==> src/spag_pkg.sv <==
// ----------------------------------------------------------------------------
// spag_pkg
// Shared types, board constants and line attack functions for the sliding
// piece attack generator.
// ----------------------------------------------------------------------------
`default_nettype none

package spag_pkg;

	localparam int BoardW = 64;
	localparam int SquareW = 6;
	localparam int FuncW = 2;

	localparam int DefQueueDepth = 2;

	typedef logic [BoardW-1:0] board_t;

	localparam board_t FileABits = 64'h0101010101010101;
	localparam board_t Rank1Bits = 64'h00000000000000ff;
	localparam board_t MainDiag = 64'h8040201008040201;
	localparam board_t MainAntiDiag = 64'h0102040810204080;

	typedef enum logic [FuncW-1:0] {
		FUNC_ROOK = 2'd0,
		FUNC_BISHOP = 2'd1,
		FUNC_ROOK_XRAY = 2'd2,
		FUNC_BISHOP_XRAY = 2'd3
	} func_t;

	// Classified query: square bit, both lines of the slider, boards.
	typedef struct packed {
		logic xray;
		board_t sq_bit;
		board_t line_a;
		board_t line_b;
		board_t occupancy;
		board_t blockers;
	} job_t;

	function automatic board_t bit_rev(input board_t v);
		board_t r;
		for (int i = 0; i < BoardW; i++) begin
			r[i] = v[BoardW-1-i];
		end
		return r;
	endfunction

	// Hyperbola quintessence on one line; both subtractions run side by side.
	function automatic board_t line_attacks(input board_t sq_bit, input board_t occ,
			input board_t line);
		board_t o;
		board_t up;
		board_t down_r;
		o = occ & line;
		up = o - (sq_bit << 1);
		down_r = bit_rev(o) - (bit_rev(sq_bit) << 1);
		return (up ^ bit_rev(down_r)) & line;
	endfunction

endpackage

`default_nettype wire

==> src/spag_if.sv <==
// ----------------------------------------------------------------------------
// spag_req_if / spag_rsp_if
// Valid/ready channels for queries and attack results.
// ----------------------------------------------------------------------------
`default_nettype none

interface spag_req_if;
	logic valid;
	logic ready;
	logic [1:0] func;
	logic [5:0] square;
	logic [63:0] occupancy;
	logic [63:0] blockers;

	modport source(output valid, func, square, occupancy, blockers, input ready);
	modport sink(input valid, func, square, occupancy, blockers, output ready);
endinterface

interface spag_rsp_if;
	logic valid;
	logic ready;
	logic [63:0] attacks;

	modport source(output valid, attacks, input ready);
	modport sink(input valid, attacks, output ready);
endinterface

`default_nettype wire

==> src/spag_front.sv <==
// ----------------------------------------------------------------------------
// spag_front
// Accepts query beats, decodes the slider kind and builds its two line masks.
// ----------------------------------------------------------------------------
`default_nettype none

module spag_front import spag_pkg::*; (
	input wire logic clk,
	input wire logic arst_n,
	spag_req_if.sink req,
	output logic push_valid,
	input wire logic push_ready,
	output job_t push_job
);

	logic valid_q;
	job_t job_q;
	job_t job_d;
	func_t func;
	logic bishop;
	logic [2:0] file;
	logic [2:0] rank;
	logic [3:0] diag_sum;
	board_t file_mask;
	board_t rank_mask;
	board_t diag_mask;
	board_t anti_mask;

	assign req.ready = !valid_q || push_ready;
	assign push_valid = valid_q;
	assign push_job = job_q;

	always_comb begin
		func = func_t'(req.func);
		bishop = (func == FUNC_BISHOP) || (func == FUNC_BISHOP_XRAY);
		file = req.square[2:0];
		rank = req.square[5:3];
		diag_sum = {1'b0, rank} + {1'b0, file};
		file_mask = FileABits << file;
		rank_mask = Rank1Bits << {rank, 3'b000};
		if (rank >= file) begin
			diag_mask = MainDiag << {3'(rank - file), 3'b000};
		end else begin
			diag_mask = MainDiag >> {3'(file - rank), 3'b000};
		end
		if (diag_sum >= 4'd7) begin
			anti_mask = MainAntiDiag << {3'(diag_sum - 4'd7), 3'b000};
		end else begin
			anti_mask = MainAntiDiag >> {3'(4'd7 - diag_sum), 3'b000};
		end
		job_d.xray = (func == FUNC_ROOK_XRAY) || (func == FUNC_BISHOP_XRAY);
		job_d.sq_bit = board_t'(1) << req.square;
		job_d.line_a = bishop ? diag_mask : file_mask;
		job_d.line_b = bishop ? anti_mask : rank_mask;
		job_d.occupancy = req.occupancy;
		job_d.blockers = req.blockers;
	end

	always_ff @(posedge clk or negedge arst_n) begin
		if (!arst_n) begin
			valid_q <= 1'b0;
		end else if (req.ready) begin
			valid_q <= req.valid;
		end
	end

	always_ff @(posedge clk) begin
		if (req.valid && req.ready) begin
			job_q <= job_d;
		end
	end

endmodule

`default_nettype wire

==> src/spag_queue.sv <==
// ----------------------------------------------------------------------------
// spag_queue
// Short job queue between the decode front and the attack back end.
// ----------------------------------------------------------------------------
`default_nettype none

module spag_queue import spag_pkg::*; #(
	parameter int Depth = DefQueueDepth
) (
	input wire logic clk,
	input wire logic arst_n,
	input wire logic push_valid,
	output logic push_ready,
	input wire job_t push_job,
	output logic pop_valid,
	input wire logic pop_ready,
	output job_t pop_job
);

	localparam int PtrW = (Depth > 1) ? $clog2(Depth) : 1;
	localparam int CntW = $clog2(Depth + 1);

	job_t mem_q [Depth];
	logic [PtrW-1:0] wr_ptr_q;
	logic [PtrW-1:0] rd_ptr_q;
	logic [CntW-1:0] count_q;
	logic push_fire;
	logic pop_fire;

	assign push_ready = count_q != CntW'(Depth);
	assign pop_valid = count_q != '0;
	assign pop_job = mem_q[rd_ptr_q];
	assign push_fire = push_valid && push_ready;
	assign pop_fire = pop_valid && pop_ready;

	always_ff @(posedge clk or negedge arst_n) begin
		if (!arst_n) begin
			wr_ptr_q <= '0;
			rd_ptr_q <= '0;
			count_q <= '0;
		end else begin
			if (push_fire) begin
				wr_ptr_q <= (wr_ptr_q == PtrW'(Depth - 1)) ? '0 : wr_ptr_q + 1'b1;
			end
			if (pop_fire) begin
				rd_ptr_q <= (rd_ptr_q == PtrW'(Depth - 1)) ? '0 : rd_ptr_q + 1'b1;
			end
			if (push_fire && !pop_fire) begin
				count_q <= count_q + 1'b1;
			end else if (pop_fire && !push_fire) begin
				count_q <= count_q - 1'b1;
			end
		end
	end

	always_ff @(posedge clk) begin
		if (push_fire) begin
			mem_q[wr_ptr_q] <= push_job;
		end
	end

endmodule

`default_nettype wire

==> src/spag_back.sv <==
// ----------------------------------------------------------------------------
// spag_back
// Two-stage attack pipeline: plain attack set, then the x-ray pass and the
// output register.
// ----------------------------------------------------------------------------
`default_nettype none

module spag_back import spag_pkg::*; (
	input wire logic clk,
	input wire logic arst_n,
	input wire logic pop_valid,
	output logic pop_ready,
	input wire job_t pop_job,
	spag_rsp_if.source rsp
);

	logic valid_s1;
	job_t job_s1;
	board_t atk_s1;
	logic valid_s2;
	board_t attacks_s2;
	logic ready_s1;
	logic ready_s2;
	board_t atk_d;
	board_t occ_x;
	board_t atk_x;
	board_t result;

	assign ready_s2 = !valid_s2 || rsp.ready;
	assign ready_s1 = !valid_s1 || ready_s2;
	assign pop_ready = ready_s1;
	assign rsp.valid = valid_s2;
	assign rsp.attacks = attacks_s2;

	always_comb begin
		atk_d = line_attacks(pop_job.sq_bit, pop_job.occupancy, pop_job.line_a)
			| line_attacks(pop_job.sq_bit, pop_job.occupancy, pop_job.line_b);
		// toggle the blockers that the first pass reached
		occ_x = job_s1.occupancy ^ (job_s1.blockers & atk_s1);
		atk_x = line_attacks(job_s1.sq_bit, occ_x, job_s1.line_a)
			| line_attacks(job_s1.sq_bit, occ_x, job_s1.line_b);
		result = job_s1.xray ? (atk_s1 ^ atk_x) : atk_s1;
	end

	always_ff @(posedge clk or negedge arst_n) begin
		if (!arst_n) begin
			valid_s1 <= 1'b0;
			valid_s2 <= 1'b0;
		end else begin
			if (ready_s1) begin
				valid_s1 <= pop_valid;
			end
			if (ready_s2) begin
				valid_s2 <= valid_s1;
			end
		end
	end

	always_ff @(posedge clk) begin
		if (pop_valid && ready_s1) begin
			job_s1 <= pop_job;
			atk_s1 <= atk_d;
		end
		if (valid_s1 && ready_s2) begin
			attacks_s2 <= result;
		end
	end

endmodule

`default_nettype wire

==> src/sliding_piece_attack_generator.sv <==
// ----------------------------------------------------------------------------
// sliding_piece_attack_generator
// Rook and bishop attack sets, plain and x-ray, by hyperbola quintessence.
// ----------------------------------------------------------------------------
// Usage:
//   req carries one query beat: func, square, occupancy and blockers.
//   rsp carries one beat per query with the 64-bit attacks board, in order.
//   Throughput: one query per cycle, sustained while rsp is taken.
//   A result beat is offered once its query beat has passed the decode
//   register, the queue, the plain-attack stage and the x-ray stage.
//   The x-ray pass depends on the plain attack set, which sets the two
//   back-end stages; each stage holds two 64-bit subtracts per line path.
//   Reset empties the decode register, the queue and the pipeline; no
//   beat is offered until a query arrives.
//   When rsp stalls, the back end holds its beats and the queue fills;
//   req.ready drops only once the decode register cannot drain into a
//   full queue.
// ----------------------------------------------------------------------------
`default_nettype none

module sliding_piece_attack_generator import spag_pkg::*; #(
	parameter int QueueDepth = DefQueueDepth
) (
	input wire logic clk,
	input wire logic arst_n,
	spag_req_if.sink req,
	spag_rsp_if.source rsp
);

	logic push_valid;
	logic push_ready;
	job_t push_job;
	logic pop_valid;
	logic pop_ready;
	job_t pop_job;

	spag_front u_front (
		.clk(clk),
		.arst_n(arst_n),
		.req(req),
		.push_valid(push_valid),
		.push_ready(push_ready),
		.push_job(push_job)
	);

	spag_queue #(
		.Depth(QueueDepth)
	) u_queue (
		.clk(clk),
		.arst_n(arst_n),
		.push_valid(push_valid),
		.push_ready(push_ready),
		.push_job(push_job),
		.pop_valid(pop_valid),
		.pop_ready(pop_ready),
		.pop_job(pop_job)
	);

	spag_back u_back (
		.clk(clk),
		.arst_n(arst_n),
		.pop_valid(pop_valid),
		.pop_ready(pop_ready),
		.pop_job(pop_job),
		.rsp(rsp)
	);

	// an accepted query sits in the decode register next cycle
	a_front_holds: assert property (@(posedge clk) disable iff (!arst_n)
		(req.valid && req.ready) |=> push_valid)
		else $error("accepted query missing from decode register");

	// a pushed job leaves the queue non-empty
	a_queue_nonempty: assert property (@(posedge clk) disable iff (!arst_n)
		(push_valid && push_ready) |=> pop_valid)
		else $error("queue empty after push");

	// a fresh result beat comes from a job popped through the plain-attack and x-ray stages
	a_result_source: assert property (@(posedge clk) disable iff (!arst_n)
		$rose(rsp.valid) |-> $past(pop_valid && pop_ready, 2))
		else $error("result beat without a popped job");

endmodule

`default_nettype wire

==> src/flat_wrapper.sv <==
// flat-port wrapper written by rule: the top's interface ports become plain ports
module sliding_piece_attack_generator_flat import spag_pkg::*;
#(
	parameter int QueueDepth = DefQueueDepth
)
  (clk, arst_n, req_valid, req_func, req_square, req_occupancy, req_blockers, req_ready, rsp_valid, rsp_attacks, rsp_ready);
  spag_req_if req_i ();
  spag_rsp_if rsp_i ();
  input wire logic clk;
  input wire logic arst_n;
  input wire logic [$bits(req_i.valid)-1:0] req_valid;
  input wire logic [$bits(req_i.func)-1:0] req_func;
  input wire logic [$bits(req_i.square)-1:0] req_square;
  input wire logic [$bits(req_i.occupancy)-1:0] req_occupancy;
  input wire logic [$bits(req_i.blockers)-1:0] req_blockers;
  output wire logic [$bits(req_i.ready)-1:0] req_ready;
  output wire logic [$bits(rsp_i.valid)-1:0] rsp_valid;
  output wire logic [$bits(rsp_i.attacks)-1:0] rsp_attacks;
  input wire logic [$bits(rsp_i.ready)-1:0] rsp_ready;
  assign req_i.valid = req_valid;
  assign req_i.func = req_func;
  assign req_i.square = req_square;
  assign req_i.occupancy = req_occupancy;
  assign req_i.blockers = req_blockers;
  assign req_ready = req_i.ready;
  assign rsp_valid = rsp_i.valid;
  assign rsp_attacks = rsp_i.attacks;
  assign rsp_i.ready = rsp_ready;
  sliding_piece_attack_generator #(.QueueDepth(QueueDepth)) u_core (.clk(clk), .arst_n(arst_n), .req(req_i), .rsp(rsp_i));
endmodule
==> config.mk <==
export PLATFORM = sky130hd
export DESIGN_NAME = sliding_piece_attack_generator_flat
export DESIGN_NICKNAME = d
export VERILOG_FILES = /design/src/spag_pkg.sv /design/src/spag_if.sv /design/src/spag_front.sv /design/src/spag_queue.sv /design/src/spag_back.sv /design/src/sliding_piece_attack_generator.sv /design/src/flat_wrapper.sv
export SDC_FILE = /design/constraint.sdc
export NUM_CORES = 2
export LEC_CHECK = 0
export BUFFER_PORTS_ARGS = -buffer_cell sky130_fd_sc_hd__buf_4
export CAP_MARGIN = 20
export CORE_ASPECT_RATIO = 1.75
export CORE_MARGIN = 4
export CORE_UTILIZATION = 51
export CTS_CLUSTER_DIAMETER = 120
export DETAILED_ROUTE_END_ITERATION = 6
export GPL_ROUTABILITY_DRIVEN = 0
export PLACE_DENSITY = 0.76
export SLEW_MARGIN = 20
export SYNTH_ARGS = -nofsm -noshare
export SYNTH_HDL_FRONTEND = slang
export SYNTH_SLANG_ARGS = --single-unit
==> constraint.sdc <==
create_clock -name clk -period 45.3 [get_ports clk]
set_input_delay 6.795 -clock clk [delete_from_list [all_inputs] [get_ports clk]]
set_output_delay 6.795 -clock clk [all_outputs]
set_load 0.02 [all_outputs]
* Word-level counts from Yosys, hierarchy flattened
Memories as Yosys holds them, arrays and structs flattened.
Index checks and enable logic that the tools add are counted.
** Storage, ports and cells
- Memory bits (writable) :: 642
- ROM bits :: 0
- Word-level logic and storage cells :: 97
- Memories :: 1
- Latch bits :: 0
- Bits in registers :: 777
** Memories
- u_core.u_queue.mem_q :: depth 2, bits a word 321, read ports 1, clocked after Yosys merged registers in 0, wr ports 1, line spag_queue.sv:23 : job_t mem_q [Depth];
** Cells by class
- Shift operators :: 7
- Reductions and logical operators :: 18
- Multipliers :: 0
- $lt $le $gt $ge :: 2
- Eq/ne operators :: 4
- Bitwise operators :: 17
- Divide/modulo/power cells :: 0
- Add/subtract/negate cells :: 17
- Multiplexer cells :: 11
** Operators by type and width (count)
- $and 64x64->64 :: 9
- $sub 64x64->64 :: 8
- $xor 64x64->64 :: 6
- $mux 64 :: 5
- $or 64x64->64 :: 2
- $shl 1x6->64 const A :: 1
- $shl 57x3->64 const A :: 1
- $shl 57x6->64 const A :: 1
- $shl 64x6->64 const A :: 1
- $shl 8x6->64 const A :: 1
- $shr 57x6->64 const A :: 1
- $shr 64x6->64 const A :: 1
- $logic_and 1x1->1 :: 6
- $sub 3x3->3 :: 2
- $logic_not 1->1 :: 5
- $logic_or 1x1->1 :: 5
- $add 3x3->4 :: 1
- $eq 2x2->1 const B :: 2
- $ge 4x3->1 const B :: 1
- $mux 1 :: 4
- $mux 2 :: 2
- $reduce_bool 2->1 :: 2
- $ge 3x3->1 :: 1
- $sub 3x3->3 const A :: 1
- other kinds (6) :: 7

* Depth between registers and ports, before layout
- Word-level depth :: 9
- Gate-level depth with buffers :: 23

* Cells and area by module
Synthesis repeated with hierarchy kept, for this count alone.
** Second synthesis, totals
- Cells, all modules :: 7035
- Area total of the unflattened synthesis :: 82344.0 um2
** By module, submodules not included
- spag_back :: area each 47366.7 um2, cells an instance 5354, instances 1
- spag_queue :: area each 23611.4 um2, cells an instance 1017, instances 1
- spag_front :: area each 11365.9 um2, cells an instance 664, instances 1

* Least setup slack after synthesis
OpenSTA, ideal clock, no wires.
- Path type :: input to register
- Start :: input rsp_ready
- End :: register u_core.u_back.atk_s1[0] (enable)
- Stages :: 4
- Arrival time :: 14368 ps
- Library setup time :: 730 ps
- Setup slack :: 30201 ps
- Buffers on the path :: 0
- Data required time :: 44570 ps
- Cells stage by stage :: nor2b_1 nand2_1 o21ai_0 inv_1
** On the way
- Word-level cells in the longest chain between the ends :: 3
** Ends and longest elaborated chain
- from (decl) :: line flat_wrapper.sv:19 : input wire logic [$bits(rsp_i.ready)-1:0] rsp_ready;
- $logic_or 1x1->1 :: line spag_back.sv:29 : assign ready_s2 = !valid_s2 || rsp.ready;
- $logic_or 1x1->1 :: line spag_back.sv:30 : assign ready_s1 = !valid_s1 || ready_s2;
- $logic_and 1x1->1
- via u_core.u_queue.pop_fire :: line spag_queue.sv:28 : logic pop_fire;
- to (signal assigned) :: line spag_back.sv:62 : atk_s1 <= atk_d;
- to (decl) :: line spag_back.sv:19 : board_t atk_s1;
The timed path passes the listed nets, and every way through them passes these cells.
A chain may end at the register's enable or synchronous reset.

==> impl_summary.log <==
[metrics] status: finished with violations
[metrics] violations in the final reports: DRC
[metrics] net count of the finished layout: 8,247
[metrics] async set-or-reset flop fraction in the synthesized netlist: 0.00499
[metrics] top cells by count, synth: sky130_fd_sc_hd__edfxtp_1, sky130_fd_sc_hd__xnor2_1, sky130_fd_sc_hd__nand2_1, sky130_fd_sc_hd__a21oi_1
[metrics] ys flop type: sky130_fd_sc_hd__edfxtp_1
[metrics] vias per cell: 6.28
[metrics] Worst Hold Margin: 400 ps
[metrics] total global routing overflow: 0
[metrics] number of DRC markers in iteration 0: 6,396
[metrics] Die Wd: 312 um
[metrics] Worst-path clk slew: 70 ps
[metrics] antenna violations before repair: 11
[metrics] initial core utilization: 0.512
[metrics] Max Cap Violations: 0
[metrics] count of cells along the worst register-to-register path: 19
[metrics] clock net sink count: 1,403
[metrics] Critical R2R Launch: u_core.u_queue.rd_ptr_q
[metrics] standard cell core area: 161,000 um^2
[metrics] category of the most critical setup path: reg2reg
[metrics] Worst setup EP type: register
[metrics] critical path required time: 45,790 ps
[metrics] first-pass detailed-route iteration total: 7
[metrics] share of Yosys cell area claimed by the top area cell type: 0.507
[metrics] Clock Latency Late Sink: 850 ps
[metrics] final core utilization: 0.564
[metrics] transition time of the tightest slew-check pin: 1330 ps
[metrics] final worst setup slack: 35,870 ps
[metrics] Crit Reg-Reg Endpoint: u_core.u_back.atk_s1[25]
[metrics] worst slack at placement: 35,190 ps
[metrics] IO Count: 206
[metrics] Resized cells post-CTS: 0
[metrics] critical path arrival: 9910 ps
[metrics] instance count along the most critical hold path: 0
[metrics] number of hold violations in the final report: 0
[metrics] via count: 62,247
[metrics] vias in the first global route: 61,427
[metrics] net count after synthesis: 8,065
[metrics] Max Buffers Root-to-Sink: 4
[metrics] post-route clock skew: 79.4 ps
[metrics] start point of the worst min-delay path: u_core.u_front.push_job[136]
[metrics] Post-CTS Repair Setup Buffers: 0
[metrics] number of distinct library cells after synthesis: 110
[metrics] DR DRC count: 4
[metrics] biggest area contributors in the synthesized netlist: sky130_fd_sc_hd__edfxtp_1, sky130_fd_sc_hd__ha_1, sky130_fd_sc_hd__xnor2_1
[metrics] Slew Viols, Final: 0
[metrics] largest net degree at the start of global routing: 186
[metrics] final number of setup-violating endpoints: 0
[metrics] clock period minus worst slack: 9430 ps
[metrics] Overall Global Routing Usage: 0.295
[metrics] count of H-tree levels built during CTS: 4
[metrics] antenna-violating nets left: 0
[metrics] WL final: 257,000 um
[metrics] TritonCTS buffer count: 138
[metrics] count of buffers from port buffering: 201
[metrics] highest net fanout along the worst path: 52
[metrics] mean instance size in the synthesized netlist: 11.1 um^2
[metrics] full die area: 169,000 um^2
[metrics] CTS root buf: sky130_fd_sc_hd__clkbuf_16
[metrics] total number of yosys warnings: 0
[metrics] Die Ht: 541 um
[metrics] Period Utilization, post-route: 0.208
[metrics] top-count cell post-synth: sky130_fd_sc_hd__edfxtp_1
[metrics] number of flops mapped to enable cells by yosys: 1,396
[metrics] worst reg2reg setup slack: 35,870 ps
[metrics] Area growth, synth to finish: 10.1%
[metrics] category of the worst setup path launch point: register
[metrics] highest attainable clock frequency: 106 MHz
[metrics] total standard cell area after synthesis: 82,600 um^2
[metrics] Hold EP: u_core.u_queue.mem_q[0][136]
[metrics] Hold Crit Class: reg2reg
[metrics] Setup Total Neg Slack: 0 ps
[metrics] gate count after technology mapping: 7,466
[metrics] post-synthesis sequential area ratio: 0.509
[metrics] share of cells above drive strength 1: 0.0856
[metrics] unrepaired setup endpoints after global routing: false
[metrics] routed length per instance: 26.0 um
[metrics] CTS tree: built
[metrics] Hold Buf Count CTS: 0
[metrics] largest area contributor in the netlist: sky130_fd_sc_hd__edfxtp_1
[metrics] number of synthesized register bits: 1,403
[metrics] HPWL after detailed placement: 194,000 um
[metrics] Max transition margin: 0.108
[metrics] global-route wire length before repair: 375,000 um
[metrics] Std-Cell Rows: 195
-- logic make-up after synthesis --
family / share of synthesized area
simple gates: 0.106
compound gates: 0.145
flops: 0.509
xor+xnor: 0.0888
buf+inv: 0.0328
fa+ha+maj: 0.0775
mux: 0.0409
-- area by class of cell --
type / instances / area (um^2)
antenna: 5 / 12.5
sequential: 1403 / 42100
tap: 2167 / 2710
multi-input combinational: 5344 / 37900
fill: 13130 / 70300
clock buffer: 163 / 3610
timing repair buffer: 285 / 2190
clock inverter: 73 / 658
inverter: 476 / 1790
-- state kept, by name (all words and copies together) (netlist names), 2 cells and up --
| register | count |
|---|---|
| u_core.u_back.atk_s1 | 64 |
| u_core.u_back.job_s1 | 317 |
| u_core.u_back.rsp.attacks | 64 |
| u_core.u_front.push_job | 317 |
| u_core.u_queue.count_q | 2 |
| u_core.u_queue.mem_q | 634 |
-- worst max-delay path, cell delays in order, from the launching register on --
cell,delay (ps)
sky130_fd_sc_hd__dfrtp_4,830
sky130_fd_sc_hd__buf_4,790
sky130_fd_sc_hd__buf_4,740
sky130_fd_sc_hd__buf_4,670
sky130_fd_sc_hd__buf_4,620
sky130_fd_sc_hd__mux2i_1,660
sky130_fd_sc_hd__inv_1,240
sky130_fd_sc_hd__and2_1,250
sky130_fd_sc_hd__ha_1,350
sky130_fd_sc_hd__a21o_1,190
sky130_fd_sc_hd__a211o_1,310
sky130_fd_sc_hd__nor4b_1,590
sky130_fd_sc_hd__inv_1,130
sky130_fd_sc_hd__o21ai_0,590
sky130_fd_sc_hd__o31ai_1,210
sky130_fd_sc_hd__a21oi_1,290
sky130_fd_sc_hd__o21ai_0,230
sky130_fd_sc_hd__a2111oi_0,470
sky130_fd_sc_hd__nor4_1,100
sky130_fd_sc_hd__o21ai_0,700
-- per-stage QoR --
stage,instance area [um^2],instances
floorplan,82600,7466
global placement,86700,9674
detailed placement,86700,9674
CTS,90900,9910
global route,91000,9912
finish,91000,9916
-- layer usage --
metal	global-route usage	share of wire	wire length, um
met1	0.309	0.33	84300
met2	0.487	0.47	120000
met3	0.0615	0.083	21500
met4	0.288	0.12	31400
met5	0	0.00029	74
-- cell usage in the layout (no fill, tap or decap), types with 27 or more instances in the layout --
master | Yosys | layout
sky130_fd_sc_hd__o22ai_1 | 63 | 63
sky130_fd_sc_hd__a21oi_1 | 497 | 496
sky130_fd_sc_hd__o211ai_1 | 38 | 38
sky130_fd_sc_hd__o21ai_1 | 45 | 45
sky130_fd_sc_hd__nand4_1 | 86 | 86
sky130_fd_sc_hd__a211oi_1 | 29 | 29
sky130_fd_sc_hd__and2_1 | 57 | 55
sky130_fd_sc_hd__a21o_1 | 316 | 316
sky130_fd_sc_hd__o21a_1 | 46 | 46
sky130_fd_sc_hd__edfxtp_1 | 1396 | 1396
sky130_fd_sc_hd__nor3_1 | 58 | 58
sky130_fd_sc_hd__clkbuf_16 | 0 | 141
sky130_fd_sc_hd__o21bai_1 | 83 | 83
sky130_fd_sc_hd__and3_1 | 52 | 51
sky130_fd_sc_hd__o31ai_1 | 49 | 49
sky130_fd_sc_hd__nand3_1 | 147 | 147
sky130_fd_sc_hd__maj3_1 | 52 | 52
sky130_fd_sc_hd__inv_1 | 472 | 471
sky130_fd_sc_hd__mux2_2 | 83 | 83
sky130_fd_sc_hd__nor2_1 | 472 | 470
sky130_fd_sc_hd__nor2b_1 | 149 | 149
sky130_fd_sc_hd__a21boi_0 | 28 | 28
sky130_fd_sc_hd__mux2i_1 | 243 | 236
sky130_fd_sc_hd__clkinv_1 | 4 | 29
sky130_fd_sc_hd__xor2_1 | 210 | 210
sky130_fd_sc_hd__or3_1 | 27 | 27
sky130_fd_sc_hd__o21ai_0 | 285 | 284
sky130_fd_sc_hd__or2_2 | 28 | 28
sky130_fd_sc_hd__ha_1 | 448 | 448
sky130_fd_sc_hd__xnor2_1 | 625 | 625
sky130_fd_sc_hd__nand2b_1 | 57 | 57
sky130_fd_sc_hd__nand2_1 | 600 | 600
sky130_fd_sc_hd__a31oi_1 | 76 | 76
sky130_fd_sc_hd__buf_4 | 1 | 280
-- worst max-delay path by stage --
stage          slack [ps]                    start  cells after the start                            to
3_5_place_dp        35190            req_square[1]                      9  u_core.u_front.push_job[184]
3_3_place_gp        35370            req_square[1]                      8  u_core.u_front.push_job[185]
6_report            35870  u_core.u_queue.rd_ptr_q                     19      u_core.u_back.atk_s1[25]
4_1_cts             36020            req_square[1]                      9  u_core.u_front.push_job[184]
5_1_grt             35520  u_core.u_queue.rd_ptr_q                     21      u_core.u_back.atk_s1[59]
2_1_floorplan       30200                rsp_ready                      4       u_core.u_back.atk_s1[0]
Power is not shown: default switching activity piles up to over one toggle a cycle in this logic, so the estimate is an artifact.
